### src/sv/dltq_pkg.sv
`timescale 1ns / 1ps
// Shared types, constants and pointer helpers for the delta-list timer queue.
package dltq_pkg;

   localparam int QUEUE_DEPTH = 16;
   localparam int PTR_BITS    = (QUEUE_DEPTH > 1) ? $clog2(QUEUE_DEPTH) : 1;
   localparam int CNT_BITS    = $clog2(QUEUE_DEPTH + 1);
   localparam int DELAY_BITS  = 16;
   localparam int HANDLE_BITS = 8;

   typedef logic [PTR_BITS-1:0]    ptr_type;
   typedef logic [CNT_BITS-1:0]    cnt_type;
   typedef logic [DELAY_BITS-1:0]  delay_type;
   typedef logic [HANDLE_BITS-1:0] handle_type;

   typedef struct packed {
      delay_type  delta;
      handle_type handle;
   } entry_type;

   typedef enum logic {
      FUNC_SCHEDULE = 1'b0,
      FUNC_TICK     = 1'b1
   } func_type;

   typedef enum logic [1:0] {
      STATUS_EXPIRED   = 2'd0,
      STATUS_IMMEDIATE = 2'd1,
      STATUS_DROPPED   = 2'd2
   } status_type;

   // Step a physical slot pointer around the circular store.
   function automatic ptr_type ptr_inc(input ptr_type p);
      ptr_type r;
      if (p == ptr_type'(QUEUE_DEPTH - 1)) begin
         r = '0;
      end else begin
         r = p + ptr_type'(1);
      end
      return r;
   endfunction

   function automatic ptr_type ptr_dec(input ptr_type p);
      ptr_type r;
      if (p == '0) begin
         r = ptr_type'(QUEUE_DEPTH - 1);
      end else begin
         r = p - ptr_type'(1);
      end
      return r;
   endfunction

endpackage

### src/sv/dltq_req_if.sv
`timescale 1ns / 1ps
// Request channel: schedule and tick beats into the timer queue.
interface dltq_req_if;
   logic        valid;
   logic        ready;
   logic        func;
   logic [15:0] delay_ticks;
   logic [7:0]  event_handle;

   modport source (output valid, output func, output delay_ticks, output event_handle,
                   input ready);
   modport sink   (input valid, input func, input delay_ticks, input event_handle,
                   output ready);
endinterface

### src/sv/dltq_rsp_if.sv
`timescale 1ns / 1ps
// Response channel: expired, immediate and dropped event beats.
interface dltq_rsp_if;
   logic       valid;
   logic       ready;
   logic [7:0] event_handle_res;
   logic [1:0] status;
   logic       last_of_run;

   modport source (output valid, output event_handle_res, output status,
                   output last_of_run, input ready);
   modport sink   (input valid, input event_handle_res, input status,
                   input last_of_run, output ready);
endinterface

### src/sv/delta_list_timer_queue_unit.sv
`timescale 1ns / 1ps
// Schedule with delay zero or into a full queue: ST_EMIT sends the response beat; schedule
// behind every entry: appended at the tail, no response beat; otherwise ST_SHIFT walks the
// entries, one per cycle, then ST_INSERT, ST_FIX. Tick: ST_TICK, then ST_EXPIRE on expiry.
// Throughput: one request at a time; the slot store has a single read and a single write port.
// Reset: synchronous, clears the queue to empty; slot contents stay undefined, no clearing pass.
module delta_list_timer_queue_unit
   import dltq_pkg::*;
(
   input  logic    clock,
   input  logic    reset,
   dltq_req_if.sink   req_if,
   dltq_rsp_if.source rsp_if
);

   typedef enum logic [6:0] {
      ST_IDLE   = 7'b0000001,
      ST_SHIFT  = 7'b0000010,
      ST_INSERT = 7'b0000100,
      ST_FIX    = 7'b0001000,
      ST_TICK   = 7'b0010000,
      ST_EXPIRE = 7'b0100000,
      ST_EMIT   = 7'b1000000
   } state_type;

   state_type  state_ff, state_in;
   cnt_type    cnt_ff, cnt_in;
   ptr_type    head_ff, head_in;
   ptr_type    tail_ff, tail_in;
   delay_type  total_ff, total_in;
   ptr_type    cur_ff, cur_in;
   ptr_type    wr_ff, wr_in;
   ptr_type    fix_ff, fix_in;
   cnt_type    left_ff, left_in;
   delay_type  sum_ff, sum_in;
   delay_type  saved_sum_ff, saved_sum_in;
   handle_type saved_hdl_ff, saved_hdl_in;
   delay_type  delay_ff, delay_in;
   handle_type hdl_ff, hdl_in;
   status_type stat_ff, stat_in;

   entry_type  mem_ff [QUEUE_DEPTH];
   entry_type  rd_data_ff;
   ptr_type    rd_addr;
   logic       mem_we;
   ptr_type    mem_waddr;
   entry_type  mem_wdata;

   logic       rsp_valid_ff;
   handle_type rsp_hdl_ff;
   status_type rsp_stat_ff;
   logic       rsp_last_ff;

   logic       out_free;
   logic       accept;
   logic       emit;
   handle_type emit_hdl;
   status_type emit_stat;
   logic       emit_last;
   delay_type  sum_next;
   delay_type  tick_delta;

   assign req_if.ready = (state_ff == ST_IDLE);
   assign accept       = req_if.valid && (state_ff == ST_IDLE);
   assign out_free     = !rsp_valid_ff || rsp_if.ready;
   assign sum_next     = sum_ff - rd_data_ff.delta;
   assign tick_delta   = rd_data_ff.delta - {{(DELAY_BITS-1){1'b0}}, (rd_data_ff.delta != '0)};

   // Insert walk reads behind the cursor, tick and expiry read at the head.
   assign rd_addr = ((state_ff == ST_SHIFT) ||
                     ((state_ff == ST_IDLE) && (req_if.func == FUNC_SCHEDULE))) ? cur_in
                                                                                : head_in;

   always_comb begin
      state_in     = state_ff;
      cnt_in       = cnt_ff;
      head_in      = head_ff;
      tail_in      = tail_ff;
      total_in     = total_ff;
      cur_in       = cur_ff;
      wr_in        = wr_ff;
      fix_in       = fix_ff;
      left_in      = left_ff;
      sum_in       = sum_ff;
      saved_sum_in = saved_sum_ff;
      saved_hdl_in = saved_hdl_ff;
      delay_in     = delay_ff;
      hdl_in       = hdl_ff;
      stat_in      = stat_ff;
      mem_we       = 1'b0;
      mem_waddr    = tail_ff;
      mem_wdata    = '0;
      emit         = 1'b0;
      emit_hdl     = hdl_ff;
      emit_stat    = STATUS_EXPIRED;
      emit_last    = 1'b1;

      unique case (state_ff)
         ST_IDLE: begin
            if (accept) begin
               if (req_if.func == FUNC_TICK) begin
                  if (cnt_ff != '0) begin
                     state_in = ST_TICK;
                  end
               end else if (req_if.delay_ticks == '0) begin
                  hdl_in   = req_if.event_handle;
                  stat_in  = STATUS_IMMEDIATE;
                  state_in = ST_EMIT;
               end else if (cnt_ff == cnt_type'(QUEUE_DEPTH)) begin
                  hdl_in   = req_if.event_handle;
                  stat_in  = STATUS_DROPPED;
                  state_in = ST_EMIT;
               end else if (total_ff <= req_if.delay_ticks) begin
                  // Expires after every queued entry: append at the tail.
                  mem_we    = 1'b1;
                  mem_waddr = tail_ff;
                  mem_wdata = '{delta: req_if.delay_ticks - total_ff,
                                handle: req_if.event_handle};
                  tail_in   = ptr_inc(tail_ff);
                  cnt_in    = cnt_ff + cnt_type'(1);
                  total_in  = req_if.delay_ticks;
               end else begin
                  delay_in = req_if.delay_ticks;
                  hdl_in   = req_if.event_handle;
                  sum_in   = total_ff;
                  left_in  = cnt_ff;
                  cur_in   = ptr_dec(tail_ff);
                  wr_in    = tail_ff;
                  state_in = ST_SHIFT;
               end
            end
         end

         ST_SHIFT: begin
            // Move the current entry up one slot and step back.
            mem_we       = 1'b1;
            mem_waddr    = wr_ff;
            mem_wdata    = rd_data_ff;
            fix_in       = wr_ff;
            wr_in        = cur_ff;
            cur_in       = ptr_dec(cur_ff);
            saved_sum_in = sum_ff;
            saved_hdl_in = rd_data_ff.handle;
            sum_in       = sum_next;
            left_in      = left_ff - cnt_type'(1);
            if ((left_ff == cnt_type'(1)) || (sum_next <= delay_ff)) begin
               state_in = ST_INSERT;
            end
         end

         ST_INSERT: begin
            mem_we    = 1'b1;
            mem_waddr = wr_ff;
            mem_wdata = '{delta: delay_ff - sum_ff, handle: hdl_ff};
            tail_in   = ptr_inc(tail_ff);
            cnt_in    = cnt_ff + cnt_type'(1);
            state_in  = ST_FIX;
         end

         ST_FIX: begin
            // Reduce the delta of the entry right behind the new one.
            mem_we    = 1'b1;
            mem_waddr = fix_ff;
            mem_wdata = '{delta: saved_sum_ff - delay_ff, handle: saved_hdl_ff};
            state_in  = ST_IDLE;
         end

         ST_TICK: begin
            if (rd_data_ff.delta != '0) begin
               total_in = total_ff - delay_type'(1);
            end
            if (tick_delta != '0) begin
               mem_we    = 1'b1;
               mem_waddr = head_ff;
               mem_wdata = '{delta: tick_delta, handle: rd_data_ff.handle};
               state_in  = ST_IDLE;
            end else begin
               hdl_in   = rd_data_ff.handle;
               head_in  = ptr_inc(head_ff);
               cnt_in   = cnt_ff - cnt_type'(1);
               state_in = ST_EXPIRE;
            end
         end

         ST_EXPIRE: begin
            if (out_free) begin
               emit = 1'b1;
               if ((cnt_ff == '0) || (rd_data_ff.delta != '0)) begin
                  emit_last = 1'b1;
                  state_in  = ST_IDLE;
               end else begin
                  // Next entry expires on the same tick: pop it too.
                  emit_last = 1'b0;
                  hdl_in    = rd_data_ff.handle;
                  head_in   = ptr_inc(head_ff);
                  cnt_in    = cnt_ff - cnt_type'(1);
               end
            end
         end

         ST_EMIT: begin
            if (out_free) begin
               emit      = 1'b1;
               emit_stat = stat_ff;
               emit_last = 1'b1;
               state_in  = ST_IDLE;
            end
         end

         default: begin
            state_in = ST_IDLE;
         end
      endcase
   end

   always_ff @(posedge clock) begin
      if (reset) begin
         state_ff <= ST_IDLE;
         cnt_ff   <= '0;
         head_ff  <= '0;
         tail_ff  <= '0;
         total_ff <= '0;
      end else begin
         state_ff <= state_in;
         cnt_ff   <= cnt_in;
         head_ff  <= head_in;
         tail_ff  <= tail_in;
         total_ff <= total_in;
      end
   end

   always_ff @(posedge clock) begin
      cur_ff       <= cur_in;
      wr_ff        <= wr_in;
      fix_ff       <= fix_in;
      left_ff      <= left_in;
      sum_ff       <= sum_in;
      saved_sum_ff <= saved_sum_in;
      saved_hdl_ff <= saved_hdl_in;
      delay_ff     <= delay_in;
      hdl_ff       <= hdl_in;
      stat_ff      <= stat_in;
   end

   always_ff @(posedge clock) begin
      if (mem_we) begin
         mem_ff[mem_waddr] <= mem_wdata;
      end
      rd_data_ff <= mem_ff[rd_addr];
   end

   always_ff @(posedge clock) begin
      if (reset) begin
         rsp_valid_ff <= 1'b0;
      end else if (emit) begin
         rsp_valid_ff <= 1'b1;
      end else if (rsp_if.ready) begin
         rsp_valid_ff <= 1'b0;
      end
   end

   always_ff @(posedge clock) begin
      if (emit) begin
         rsp_hdl_ff  <= emit_hdl;
         rsp_stat_ff <= emit_stat;
         rsp_last_ff <= emit_last;
      end
   end

   assign rsp_if.valid            = rsp_valid_ff;
   assign rsp_if.event_handle_res = rsp_hdl_ff;
   assign rsp_if.status           = rsp_stat_ff;
   assign rsp_if.last_of_run      = rsp_last_ff;

`ifndef ASSERT_OFF
   a_cnt_bound: assert property (@(posedge clock) disable iff (reset)
      cnt_ff <= cnt_type'(QUEUE_DEPTH))
      else $error("entry count exceeds queue depth");

   a_empty_total: assert property (@(posedge clock) disable iff (reset)
      (cnt_ff == '0) |-> (total_ff == '0))
      else $error("empty queue with nonzero total delay");

   a_shift_needed: assert property (@(posedge clock) disable iff (reset)
      (state_ff == ST_SHIFT) |-> ((sum_ff > delay_ff) && (left_ff != '0)))
      else $error("shift step on an entry that expires before the new one");

   a_expire_pops: assert property (@(posedge clock) disable iff (reset)
      ((state_ff == ST_TICK) && (tick_delta == '0)) |=> (state_ff == ST_EXPIRE))
      else $error("expiring tick did not enter the expiry run");
`endif

endmodule

### src/flat_wrapper.sv
// flat-port wrapper written by rule: the top's interface ports become plain ports
module delta_list_timer_queue_unit_flat import dltq_pkg::*;
  (clock, reset, req_if_valid, req_if_func, req_if_delay_ticks, req_if_event_handle, req_if_ready, rsp_if_valid, rsp_if_event_handle_res, rsp_if_status, rsp_if_last_of_run, rsp_if_ready);
  dltq_req_if req_if_i ();
  dltq_rsp_if rsp_if_i ();
  input  logic clock;
  input  logic reset;
  input wire logic [$bits(req_if_i.valid)-1:0] req_if_valid;
  input wire logic [$bits(req_if_i.func)-1:0] req_if_func;
  input wire logic [$bits(req_if_i.delay_ticks)-1:0] req_if_delay_ticks;
  input wire logic [$bits(req_if_i.event_handle)-1:0] req_if_event_handle;
  output wire logic [$bits(req_if_i.ready)-1:0] req_if_ready;
  output wire logic [$bits(rsp_if_i.valid)-1:0] rsp_if_valid;
  output wire logic [$bits(rsp_if_i.event_handle_res)-1:0] rsp_if_event_handle_res;
  output wire logic [$bits(rsp_if_i.status)-1:0] rsp_if_status;
  output wire logic [$bits(rsp_if_i.last_of_run)-1:0] rsp_if_last_of_run;
  input wire logic [$bits(rsp_if_i.ready)-1:0] rsp_if_ready;
  assign req_if_i.valid = req_if_valid;
  assign req_if_i.func = req_if_func;
  assign req_if_i.delay_ticks = req_if_delay_ticks;
  assign req_if_i.event_handle = req_if_event_handle;
  assign req_if_ready = req_if_i.ready;
  assign rsp_if_valid = rsp_if_i.valid;
  assign rsp_if_event_handle_res = rsp_if_i.event_handle_res;
  assign rsp_if_status = rsp_if_i.status;
  assign rsp_if_last_of_run = rsp_if_i.last_of_run;
  assign rsp_if_i.ready = rsp_if_ready;
  delta_list_timer_queue_unit u_core (.clock(clock), .reset(reset), .req_if(req_if_i), .rsp_if(rsp_if_i));
endmodule
### config.mk
export PLATFORM = sky130hd
export DESIGN_NAME = delta_list_timer_queue_unit_flat
export DESIGN_NICKNAME = d
export VERILOG_FILES = /design/src/sv/dltq_pkg.sv /design/src/sv/dltq_req_if.sv /design/src/sv/dltq_rsp_if.sv /design/src/sv/delta_list_timer_queue_unit.sv /design/src/flat_wrapper.sv
export SDC_FILE = /design/constraint.sdc
export NUM_CORES = 1
export LEC_CHECK = 0
export BUFFER_PORTS_ARGS = -buffer_cell sky130_fd_sc_hd__clkbuf_2
export CORE_ASPECT_RATIO = 0.9
export CORE_MARGIN = 2
export CORE_UTILIZATION = 50
export CTS_CLUSTER_DIAMETER = 150
export CTS_CLUSTER_SIZE = 14
export DETAILED_ROUTE_END_ITERATION = 10
export GPL_ROUTABILITY_DRIVEN = 0
export PLACE_DENSITY = 0.7
export SKIP_CTS_REPAIR_TIMING = 1
export SYNTH_ARGS = -nofsm -noshare
export SYNTH_HDL_FRONTEND = slang
export SYNTH_SLANG_ARGS = --single-unit
### constraint.sdc
create_clock -name clock -period 6.4 [get_ports clock]
set_clock_uncertainty 0.2 [all_clocks]
set_input_delay 0.64 -clock clock [delete_from_list [all_inputs] [get_ports clock]]
set_output_delay 0.64 -clock clock [all_outputs]
set_load 0.02 [all_outputs]
---- Yosys cells after proc, flatten, opt, wreduce, memory -nomap -nowiden ----
Memories as Yosys holds them, arrays and structs flattened. A register that Yosys moved wholly into a read port is not among the register bits.
Cells that the tools add are included.
storage, ports and cells
  register bits ........................... 131
  bits in writable memories ............... 384
  bits of input ports ..................... 29
  output and inout port bits .............. 13
  word-level logic and storage cells ...... 200
  memories ................................ 1
memories
  name           depth  width  read ports  clocked after memory_dff  write ports  RTL line                           text
  u_core.mem_ff  16     24     1           1                         1            delta_list_timer_queue_unit.sv:42  entry_type mem_ff [QUEUE_DEPTH];
operators by class
  add/subtract/negate cells ............... 13
  $lt $le $gt $ge ......................... 2
  equality and inequality tests ........... 27
  mux-type cells .......................... 100
  bitwise logic cells ..................... 4
  reductions and logical operators ........ 34
operator list
  operator                                            number
  2-to-1 mux 16 bit                                   11
  2-to-1 mux 24 bit                                   6
  one-hot mux 24 bit (5 select lines)                 1
  2-to-1 mux 4 bit                                    24
  2-to-1 mux 7 bit                                    10
  2-to-1 mux 5 bit                                    13
  2-to-1 mux 8 bit                                    8
  one-hot mux 16 bit (2 select lines)                 2
  subtractor 16 bit                                   4
  one-hot mux 7 bit (6 select lines)                  1
  less-or-equal comparator 16 bit                     2
  one-hot mux 4 bit (2 select lines)                  4
  nonzero test 16 bit                                 2
  one-hot mux 8 bit (3 select lines)                  1
  AND reduction 7 bit                                 3
  one-hot mux 5 bit (4 select lines)                  1
  AND reduction 6 bit                                 3
  logical NOT 16 bit                                  1
  subtractor 16 x 1 -> 16 bit                         1
  subtractor 16 x 1 -> 16 bit, second input constant  1
  != test 2 bit, second input constant                7
  2-to-1 mux 1 bit                                    13
  != test 2 x 1 -> 1 bit, second input constant       6
  one-hot mux 4 bit (3 select lines)                  1
  36 further kinds                                    54

---- Logic depth before layout (Yosys ltp) ----
Gate-level depths: netlist (run 1).
  depth in word-level cells ............... 9
  mapped depth ............................ 22
  gate-level depth less buffers ........... 22

---- Worst setup path after synthesis (run 1) ----
No wires, ideal clock.
  path kind ............................... flip-flop to flip-flop
  from .................................... reg u_core.rd_data_ff[14] (netlist name)
  to ...................................... mem u_core.mem_ff[5][0] (netlist bit), enable pin
  setup time .............................. 440 ps
  data arrival time ....................... 6073 ps
  required time ........................... 5760 ps
  setup slack ............................. -314 ps
  cell stages (with the launch flop) ...... 16
  buffers on the path ..................... 3
  period minus slack after synthesis ...... 6714 ps
  cells stage by stage .................... dfxtp_1 or4_4 or3_1 clkbuf_1 or2_2 ha_1 ha_1 clkbuf_1 a31o_2 a2111oi_1 nand4_2 o21a_1 clkbuf_1 a222oi_1 nand2_1 nor3b_1
between the ends
  cells in the longest elaborated chain, start to end .. 7
  elaborated cells between the ends (all ways) .. 9
  those cells by class .................... 1 x add/sub; 6 x mux; 2 x reduce/logical
ends and longest elaborated chain
  item                                    RTL line                            text
  nonzero test 16 bit                     delta_list_timer_queue_unit.sv:67   assign tick_delta = rd_data_ff.delta - {{(DELAY_BITS-1){1'b0}}, (rd_data_ff.delta != '0)};
  subtractor 16 x 1 -> 16 bit (*)         delta_list_timer_queue_unit.sv:67
  nonzero test 16 bit (*)                 delta_list_timer_queue_unit.sv:172  if (tick_delta != '0) begin
  2-to-1 mux 1 bit                        delta_list_timer_queue_unit.sv:172
  one-hot mux 1 bit (3 select lines)      delta_list_timer_queue_unit.sv:98   unique case (state_ff)
  2-to-1 mux 1 bit                        delta_list_timer_queue_unit.sv:246  if (mem_we) begin
  2-to-1 mux 1 bit (not written as such)  delta_list_timer_queue_unit.sv:247  mem_ff[mem_waddr] <= mem_wdata;
  end, declared                           delta_list_timer_queue_unit.sv:42
Every way passes the cells marked *; elsewhere a longest branch is shown, timed or not.

---- Worst setup path after layout (run 1) ----
  from .................................... reg u_core.rd_data_ff[14] (netlist name)
  to ...................................... reg u_core.rd_data_ff[4] (netlist name)
between the ends
  cells in the longest elaborated chain, start to end .. 6
  elaborated cells between the ends (all ways) .. 9
  those cells by class .................... 1 x add/sub; 5 x mux; 3 x reduce/logical
ends and longest elaborated chain
  item                                                             RTL line                                                                text
  nonzero test 16 bit                                              delta_list_timer_queue_unit.sv:67, delta_list_timer_queue_unit.sv:188
  subtractor 16 x 1 -> 16 bit or logical OR 1 bit (tied branches)  delta_list_timer_queue_unit.sv:67, delta_list_timer_queue_unit.sv:188
  nonzero test 16 bit or 2-to-1 mux 4 bit (tied branches)          delta_list_timer_queue_unit.sv:172, delta_list_timer_queue_unit.sv:188
  2-to-1 mux 4 bit (on tied branches)                              delta_list_timer_queue_unit.sv:172, delta_list_timer_queue_unit.sv:186
  one-hot mux 4 bit (2 select lines) (*)                           delta_list_timer_queue_unit.sv:98
  2-to-1 mux 4 bit (*)                                             delta_list_timer_queue_unit.sv:71                                       ((state_ff == ST_IDLE) && (req_if.func == FUNC_SCHEDULE))) ? cur_in
Marks and branches as above.
A chain may end at the register's enable or synchronous reset.

==> results of run 1 <==
logic make-up after synthesis:
kind of cell	count (synthesis)
compound gates	456
xor+xnor	62
fa+ha+maj	94
buf+inv	204
flops	539
mux	161
simple gates	398
critical path, stage by stage (launching register included):
cell       delay (ps)
dfxtp_1           390
or4_4             590
or3_1             480
or2_2             370
ha_1              240
ha_1              300
nor4b_1           230
nand3_1           160
a2111oi_2         320
nand4_2           250
o41ai_4           360
mux2i_2           310
o21a_4            240
buf_12            330
mux4_2            560
a22oi_1           200
o211ai_1          140
layer usage:
layer / global-route usage (%) / vias up / wire (um)
met5: 0 / - / 0
met4: 7.963 / 0 / 1787
met2: 40.70 / 844 / 31230
li1: - / 7538 / -
met3: 3.586 / 142 / 5596
met1: 34.99 / 8573 / 27960
how the worst max path moves through the flow:
stage / start / to / slack (ps) / cells after the start
after floorplan: u_core.rd_data_ff[14] / u_core.mem_ff[7][0] / 260 / 16
after global placement: u_core.rd_data_ff[14] / u_core.rd_data_ff[16] / 490 / 16
after detailed placement: u_core.rd_data_ff[14] / u_core.rd_data_ff[16] / 440 / 16
after CTS: u_core.rd_data_ff[14] / u_core.rd_data_ff[16] / 380 / 16
after global routing: u_core.rd_data_ff[14] / u_core.rd_data_ff[7] / 170 / 16
final: u_core.rd_data_ff[14] / u_core.rd_data_ff[4] / 470 / 16
placed cells by master (no fill, tap or decap), drive strengths merged, types with 20 or more instances in the layout:
| cell | count |
|---|---|
| edfxtp | 474 |
| inv | 122 |
| nand2 | 118 |
| clkbuf | 113 |
| o211ai | 104 |
| nor2 | 90 |
| ha | 89 |
| a21oi | 84 |
| o21ai | 82 |
| dfxtp | 65 |
| mux2 | 59 |
| buf | 58 |
| mux2i | 54 |
| mux4 | 48 |
| nor3 | 41 |
| xnor2 | 36 |
| a22oi | 33 |
| nand3 | 29 |
| xor2 | 26 |
| a21o | 20 |
registers in the layout, summed over array words and instances, names as in the netlist, 2 cells and up:
register	count
u_core.rsp_if.event_handle_res	8
u_core.state_ff	7
u_core.cur_ff	4
u_core.total_ff	16
u_core.saved_sum_ff	16
u_core.cnt_ff	5
u_core.head_ff	4
u_core.rd_data_ff	24
u_core.mem_ff	384
u_core.wr_ff	4
u_core.tail_ff	4
u_core.left_ff	5
u_core.emit_hdl	8
u_core.delay_ff	16
u_core.saved_hdl_ff	8
u_core.stat_ff	2
u_core.sum_ff	16
u_core.fix_ff	4
u_core.rsp_if.status	2
stage by stage:
step | setup slack [ps] | total power, mW | util [%] | hold WS [ps]
after global routing | 172.5 | 11.76 | 55.73 | 75.65
after detailed placement | 436.6 | 8.681 | 53.22 | 242.7
final | 470.3 | 11.23 | 55.73 | 79.56
after global placement | 492.7 | 8.557 | 53.22 | 244.3
after CTS | 379.4 | 11.20 | 55.72 | 59.08
after floorplan | 256.2 | 7.443 | - | 225.5
report_power, final:
group          internal, mW  leakage [nW]  switching (mW)
Clock                  1.29         0.598            1.23
Combinational          1.60          4.49            2.51
Sequential             4.29          4.90           0.307
Total                  7.19          9.99            4.04
layout make-up:
class	count	area (um^2)
flip-flops and latches	539	15530
clock inverters	3	55.05
fillers	4063	22340
well taps	680	850.8
inverters	122	457.9
multi-input cells	1171	9288
clock buffers	72	1206
repair buffers	99	728.2
==> flow_metrics.env, run 1 <==
export IMPL_die_y_um=218.4
export IMPL_die_area_mm2=0.05289
export IMPL_start_util_pct=50.60
export IMPL_netlist_top_cells_count="474 x edfxtp_1, 121 x inv_1, 118 x nand2_1"
export IMPL_ff2ff_path_depth=16
export IMPL_synth_edf_count=474
export IMPL_syn_nets=2037
export IMPL_syn_cell_area_mm2=0.02553
export IMPL_vias=17097
export IMPL_row_count=78
export IMPL_finalCritPeriodShare_pct=92.65
export IMPL_htree_levels=2
export IMPL_finish_instance_area_mm2=0.02812
export IMPL_rsz0062_at_grt="no"
export IMPL_cp_max_fo=60
export IMPL_synth_area_mux_share_pct=8.954
export IMPL_numCtsBuffers=44
export IMPL_synth_cell_types=78
export IMPL_grt_use_total_pct=25.01
export IMPL_fmax_mhz=168.6
export IMPL_root_buffer="clkbuf_16"
export IMPL_yosys_area_top_type="edfxtp_1"
export IMPL_cap_violations=0
export IMPL_synthAdderAreaFrac_pct=4.754
export IMPL_die_width_um=242.2
export IMPL_netlist_area_leader_share_pct=55.75
export IMPL_pin_count=42
export IMPL_drt_first_pass_iters=9
export IMPL_hold_violations=0
export IMPL_yosysSeqAreaShare_pct=60.85
export IMPL_power_density_mw_per_mm2=399.4
export IMPL_synth_xor_area_share_pct=2.156
export IMPL_crit_type="flop to flop"
export IMPL_synth_flop_cell="edfxtp_1"
export IMPL_placed_area_mm2=0.02685
export IMPL_dpl_hpwl_um=42490
export IMPL_worstHoldPathType="primary input to flop"
export IMPL_syn2layout_area_growth_pct=10.14
export IMPL_ir_drop_v=0.0002233
export IMPL_drt_total_wl_um=66580
export IMPL_clkSinkCount=539
export IMPL_coreArea_mm2=0.05046
export IMPL_worstMarginPinSlew_ps=1361
export IMPL_start_kind="flop"
export IMPL_cp_end_kind="flop"
export IMPL_grt_remaining_overflow=0
export IMPL_instances_no_fill=2686
export IMPL_synth_top_cells_by_area="edfxtp_1 56%, dfxtp_1 5.1%, ha_1 4.4%"
export IMPL_grt_pass1_wl_um=100300
export IMPL_ys_warnings_count=0
export IMPL_netlist_instances=1914
export IMPL_leakage_nw=9.994
export IMPL_period_needed_ps=5930
export IMPL_placed_cells=2611
export IMPL_fin_nets=2100
export IMPL_first_global_vias=16742
export IMPL_post_drt_via_cell_ratio=6.365
export IMPL_synth_most_common_cell="edfxtp_1"
export IMPL_reg2reg_to="u_core.rd_data_ff[4]"
export IMPL_drc_errors=0
export IMPL_clockBufferDepth=3
export IMPL_routedWlPerCell_um=24.79
export IMPL_yosys_area_share_simple_pct=7.689
export IMPL_worstPathArrival_ps=6180
export IMPL_worstHoldStart="req_if_delay_ticks[3]"
export IMPL_drive_above_1_share_pct=15.10
export IMPL_drtIter0Drc=2105
export IMPL_clk_pin_slew_ps=90
export IMPL_tns_ps=0
export IMPL_n_antenna_cell=0
export IMPL_synth_seq_cells=539
export IMPL_synth_top_family_by_area="compound AO/OA/AOI/OAI gates"
export IMPL_antenna_found_initial=1
export IMPL_insertion_delay_ps=620
export IMPL_setup_violations=0
export IMPL_slew_viol_final=0
export IMPL_max_slew_margin_pct=8.834
export IMPL_cts_tree="done"
export IMPL_ff2ff_setup_slack_ps=470
export IMPL_antenna_left=0
export IMPL_status="finished clean"
export IMPL_synth_compound_gate_area_share_pct=12.24
export IMPL_portBuffers=41
export IMPL_reg2reg_from="u_core.rd_data_ff[14]"
export IMPL_grt_max_degree=87
export IMPL_async_flop_share_pct=0
export IMPL_min_path_cells=1
export IMPL_synth_avg_cell_area_um2=13.34
export IMPL_crit_required_ps=6650
export IMPL_hold_path_end="u_core.delay_ff[3]"
No activity file was read; power rests on OpenSTA's default activity.
==> inputs of run 2 (changes only) <==
==> constraint.sdc (replaced) <==
create_clock -name clock -period 6.4 [get_ports clock]
set_clock_uncertainty 0.2 [all_clocks]
set_input_delay 0.96 -clock clock [delete_from_list [all_inputs] [get_ports clock]]
set_output_delay 0.96 -clock clock [all_outputs]
set_load 0.02 [all_outputs]
==> run 2 against run 1 <==
Compared with the run above: sequential power barely moved; setup slack got worse by 64 ps; clock-buffer cell count is 2 higher; utilization increased by 0.29 points; critical path type unchanged; routed wire length up 0.29%; maximum frequency is 1.1% lower; largest power group unchanged.
==> flow_metrics.env, run 2 (synthesis results as in run 1) <==
export IMPL_placed_area_mm2=0.02695
export IMPL_grt_use_total_pct=25.01
export IMPL_htree_levels=2
export IMPL_power_density_mw_per_mm2=400.5
export IMPL_crit_required_ps=6710
export IMPL_die_y_um=218.4
export IMPL_hold_violations=0
export IMPL_largest_register="u_core.mem_ff"
export IMPL_cap_violations=0
export IMPL_start_util_pct=50.60
export IMPL_post_drt_via_cell_ratio=6.301
export IMPL_row_count=78
export IMPL_fmax_mhz=166.8
export IMPL_drc_errors=0
export IMPL_portBuffers=41
export IMPL_status="finished clean"
export IMPL_vias=17057
export IMPL_ff2ff_path_depth=16
export IMPL_coreArea_mm2=0.05046
export IMPL_leakage_nw=10.09
export IMPL_utilization_pct=56.02
export IMPL_clk_pin_slew_ps=80
export IMPL_insertion_delay_ps=610
export IMPL_first_global_vias=16575
export IMPL_rsz0062_at_grt="no"
export IMPL_dpl_hpwl_um=43440
export IMPL_cts_tree="done"
export IMPL_drt_first_pass_iters=9
export IMPL_most_common_layout_cells="474 x edfxtp_1, 120 x inv_1, 118 x nand2_1"
export IMPL_grt_remaining_overflow=0
export IMPL_slew_viol_final=0
export IMPL_routedWlPerCell_um=24.67
export IMPL_worstMarginPinSlew_ps=1403
export IMPL_numCtsBuffers=44
export IMPL_final_common_cell="edfxtp_1"
export IMPL_reg2reg_from="u_core.rd_data_ff[14]"
export IMPL_worstHoldStart="u_core.emit_hdl[2]"
export IMPL_die_area_mm2=0.05289
export IMPL_antenna_found_initial=1
export IMPL_drtIter0Drc=1962
export IMPL_drive_above_1_share_pct=15.93
export IMPL_finalCritPeriodShare_pct=93.65
export IMPL_root_buffer="clkbuf_16"
export IMPL_finish_instance_area_mm2=0.02827
export IMPL_antenna_left=0
export IMPL_placed_cells=2629
export IMPL_cp_max_fo=13
export IMPL_clockBufferDepth=3
export IMPL_setup_violations=0
export IMPL_cp_end_kind="flop"
export IMPL_grt_pass1_wl_um=100200
export IMPL_largest_register_ffs=384
export IMPL_hold_path_end="u_core.rsp_if.event_handle_res[2]"
export IMPL_worstPathArrival_ps=6300
export IMPL_period_needed_ps=5994
export IMPL_drt_total_wl_um=66780
export IMPL_crit_type="flop to flop"
export IMPL_n_antenna_cell=0
export IMPL_grt_max_degree=41
export IMPL_start_kind="flop"
export IMPL_tns_ps=0
export IMPL_fin_nets=2118
export IMPL_min_path_cells=0
export IMPL_reg2reg_to="u_core.rd_data_ff[8]"
export IMPL_die_width_um=242.2
export IMPL_max_slew_margin_pct=6.061
export IMPL_ir_drop_v=0.0002381
export IMPL_instances_no_fill=2707
export IMPL_worstHoldPathType="flop to flop"
export IMPL_pin_count=42
export IMPL_syn2layout_area_growth_pct=10.71
export IMPL_ff2ff_setup_slack_ps=410
export IMPL_reg_top3="u_core.mem_ff (384), u_core.rd_data_ff (24)"
export IMPL_clkSinkCount=539
[run 2: routing by layer]
metal | global-route usage (%) | wire (um) | vias up
met2 | 40.07 | 30720 | 840
met3 | 3.905 | 6134 | 144
li1 | - | - | 7579
met4 | 8.704 | 2157 | 0
met1 | 35.02 | 27770 | 8494
met5 | 0 | 0 | -
[run 2: worst max-delay path: stages, from the launching register on]
cell       delay (ps)
dfxtp_1           380
or4_4             590
or3_1             480
or2_2             370
ha_1              250
ha_1              310
nor4b_1           270
nand3_1           140
a2111oi_2         330
nand4_2           250
o41a_1            410
or3_1             360
and2_1            230
o32ai_4           750
buf_4             310
a22oi_1            80
o211ai_1          180
[run 2: worst max-delay path by stage]
stage / from / to / slack, ps / cells past startpoint
floorplan: u_core.rd_data_ff[14] / u_core.mem_ff[7][0] / 260 / 16
global placement: u_core.rd_data_ff[14] / u_core.rd_data_ff[13] / 380 / 16
detailed placement: u_core.rd_data_ff[14] / u_core.rd_data_ff[8] / 320 / 16
CTS: u_core.rd_data_ff[14] / u_core.rd_data_ff[19] / 310 / 17
global route: u_core.rd_data_ff[14] / u_core.rd_data_ff[5] / 130 / 16
finish: u_core.rd_data_ff[14] / u_core.rd_data_ff[8] / 410 / 16
[run 2: cell type report]
| cell class | instances | area [um^2] |
|---|---|---|
| Fill cell | 4037 | 22190 |
| Inverter | 122 | 457.9 |
| Clock buffer | 74 | 1214 |
| Clock inverter | 4 | 88.84 |
| Multi-Input combinational cell | 1171 | 9294 |
| Timing Repair Buffer | 117 | 825.8 |
| Tap cell | 680 | 850.8 |
| Sequential cell | 539 | 15530 |
[run 2: where the power goes]
| part | internal, mW | total, mW | switching (mW) | leakage (nW) |
|---|---|---|---|---|
| registers | 4.29 | 4.60 | 0.317 | 4.90 |
| clock network | 1.31 | 2.57 | 1.26 | 0.615 |
| logic | 1.63 | 4.15 | 2.52 | 4.57 |
[run 2: through the flow]
stage / hold WS [ps] / worst slack [ps] / power [mW]
after detailed placement: 243.7 / 320.4 / 8.710
after global routing: 263.9 / 127.5 / 11.84
final: 258.4 / 406.1 / 11.32
after floorplan: 225.5 / 256.2 / 7.443
after CTS: 259.6 / 308.5 / 11.27
after global placement: 246.2 / 383.4 / 8.582
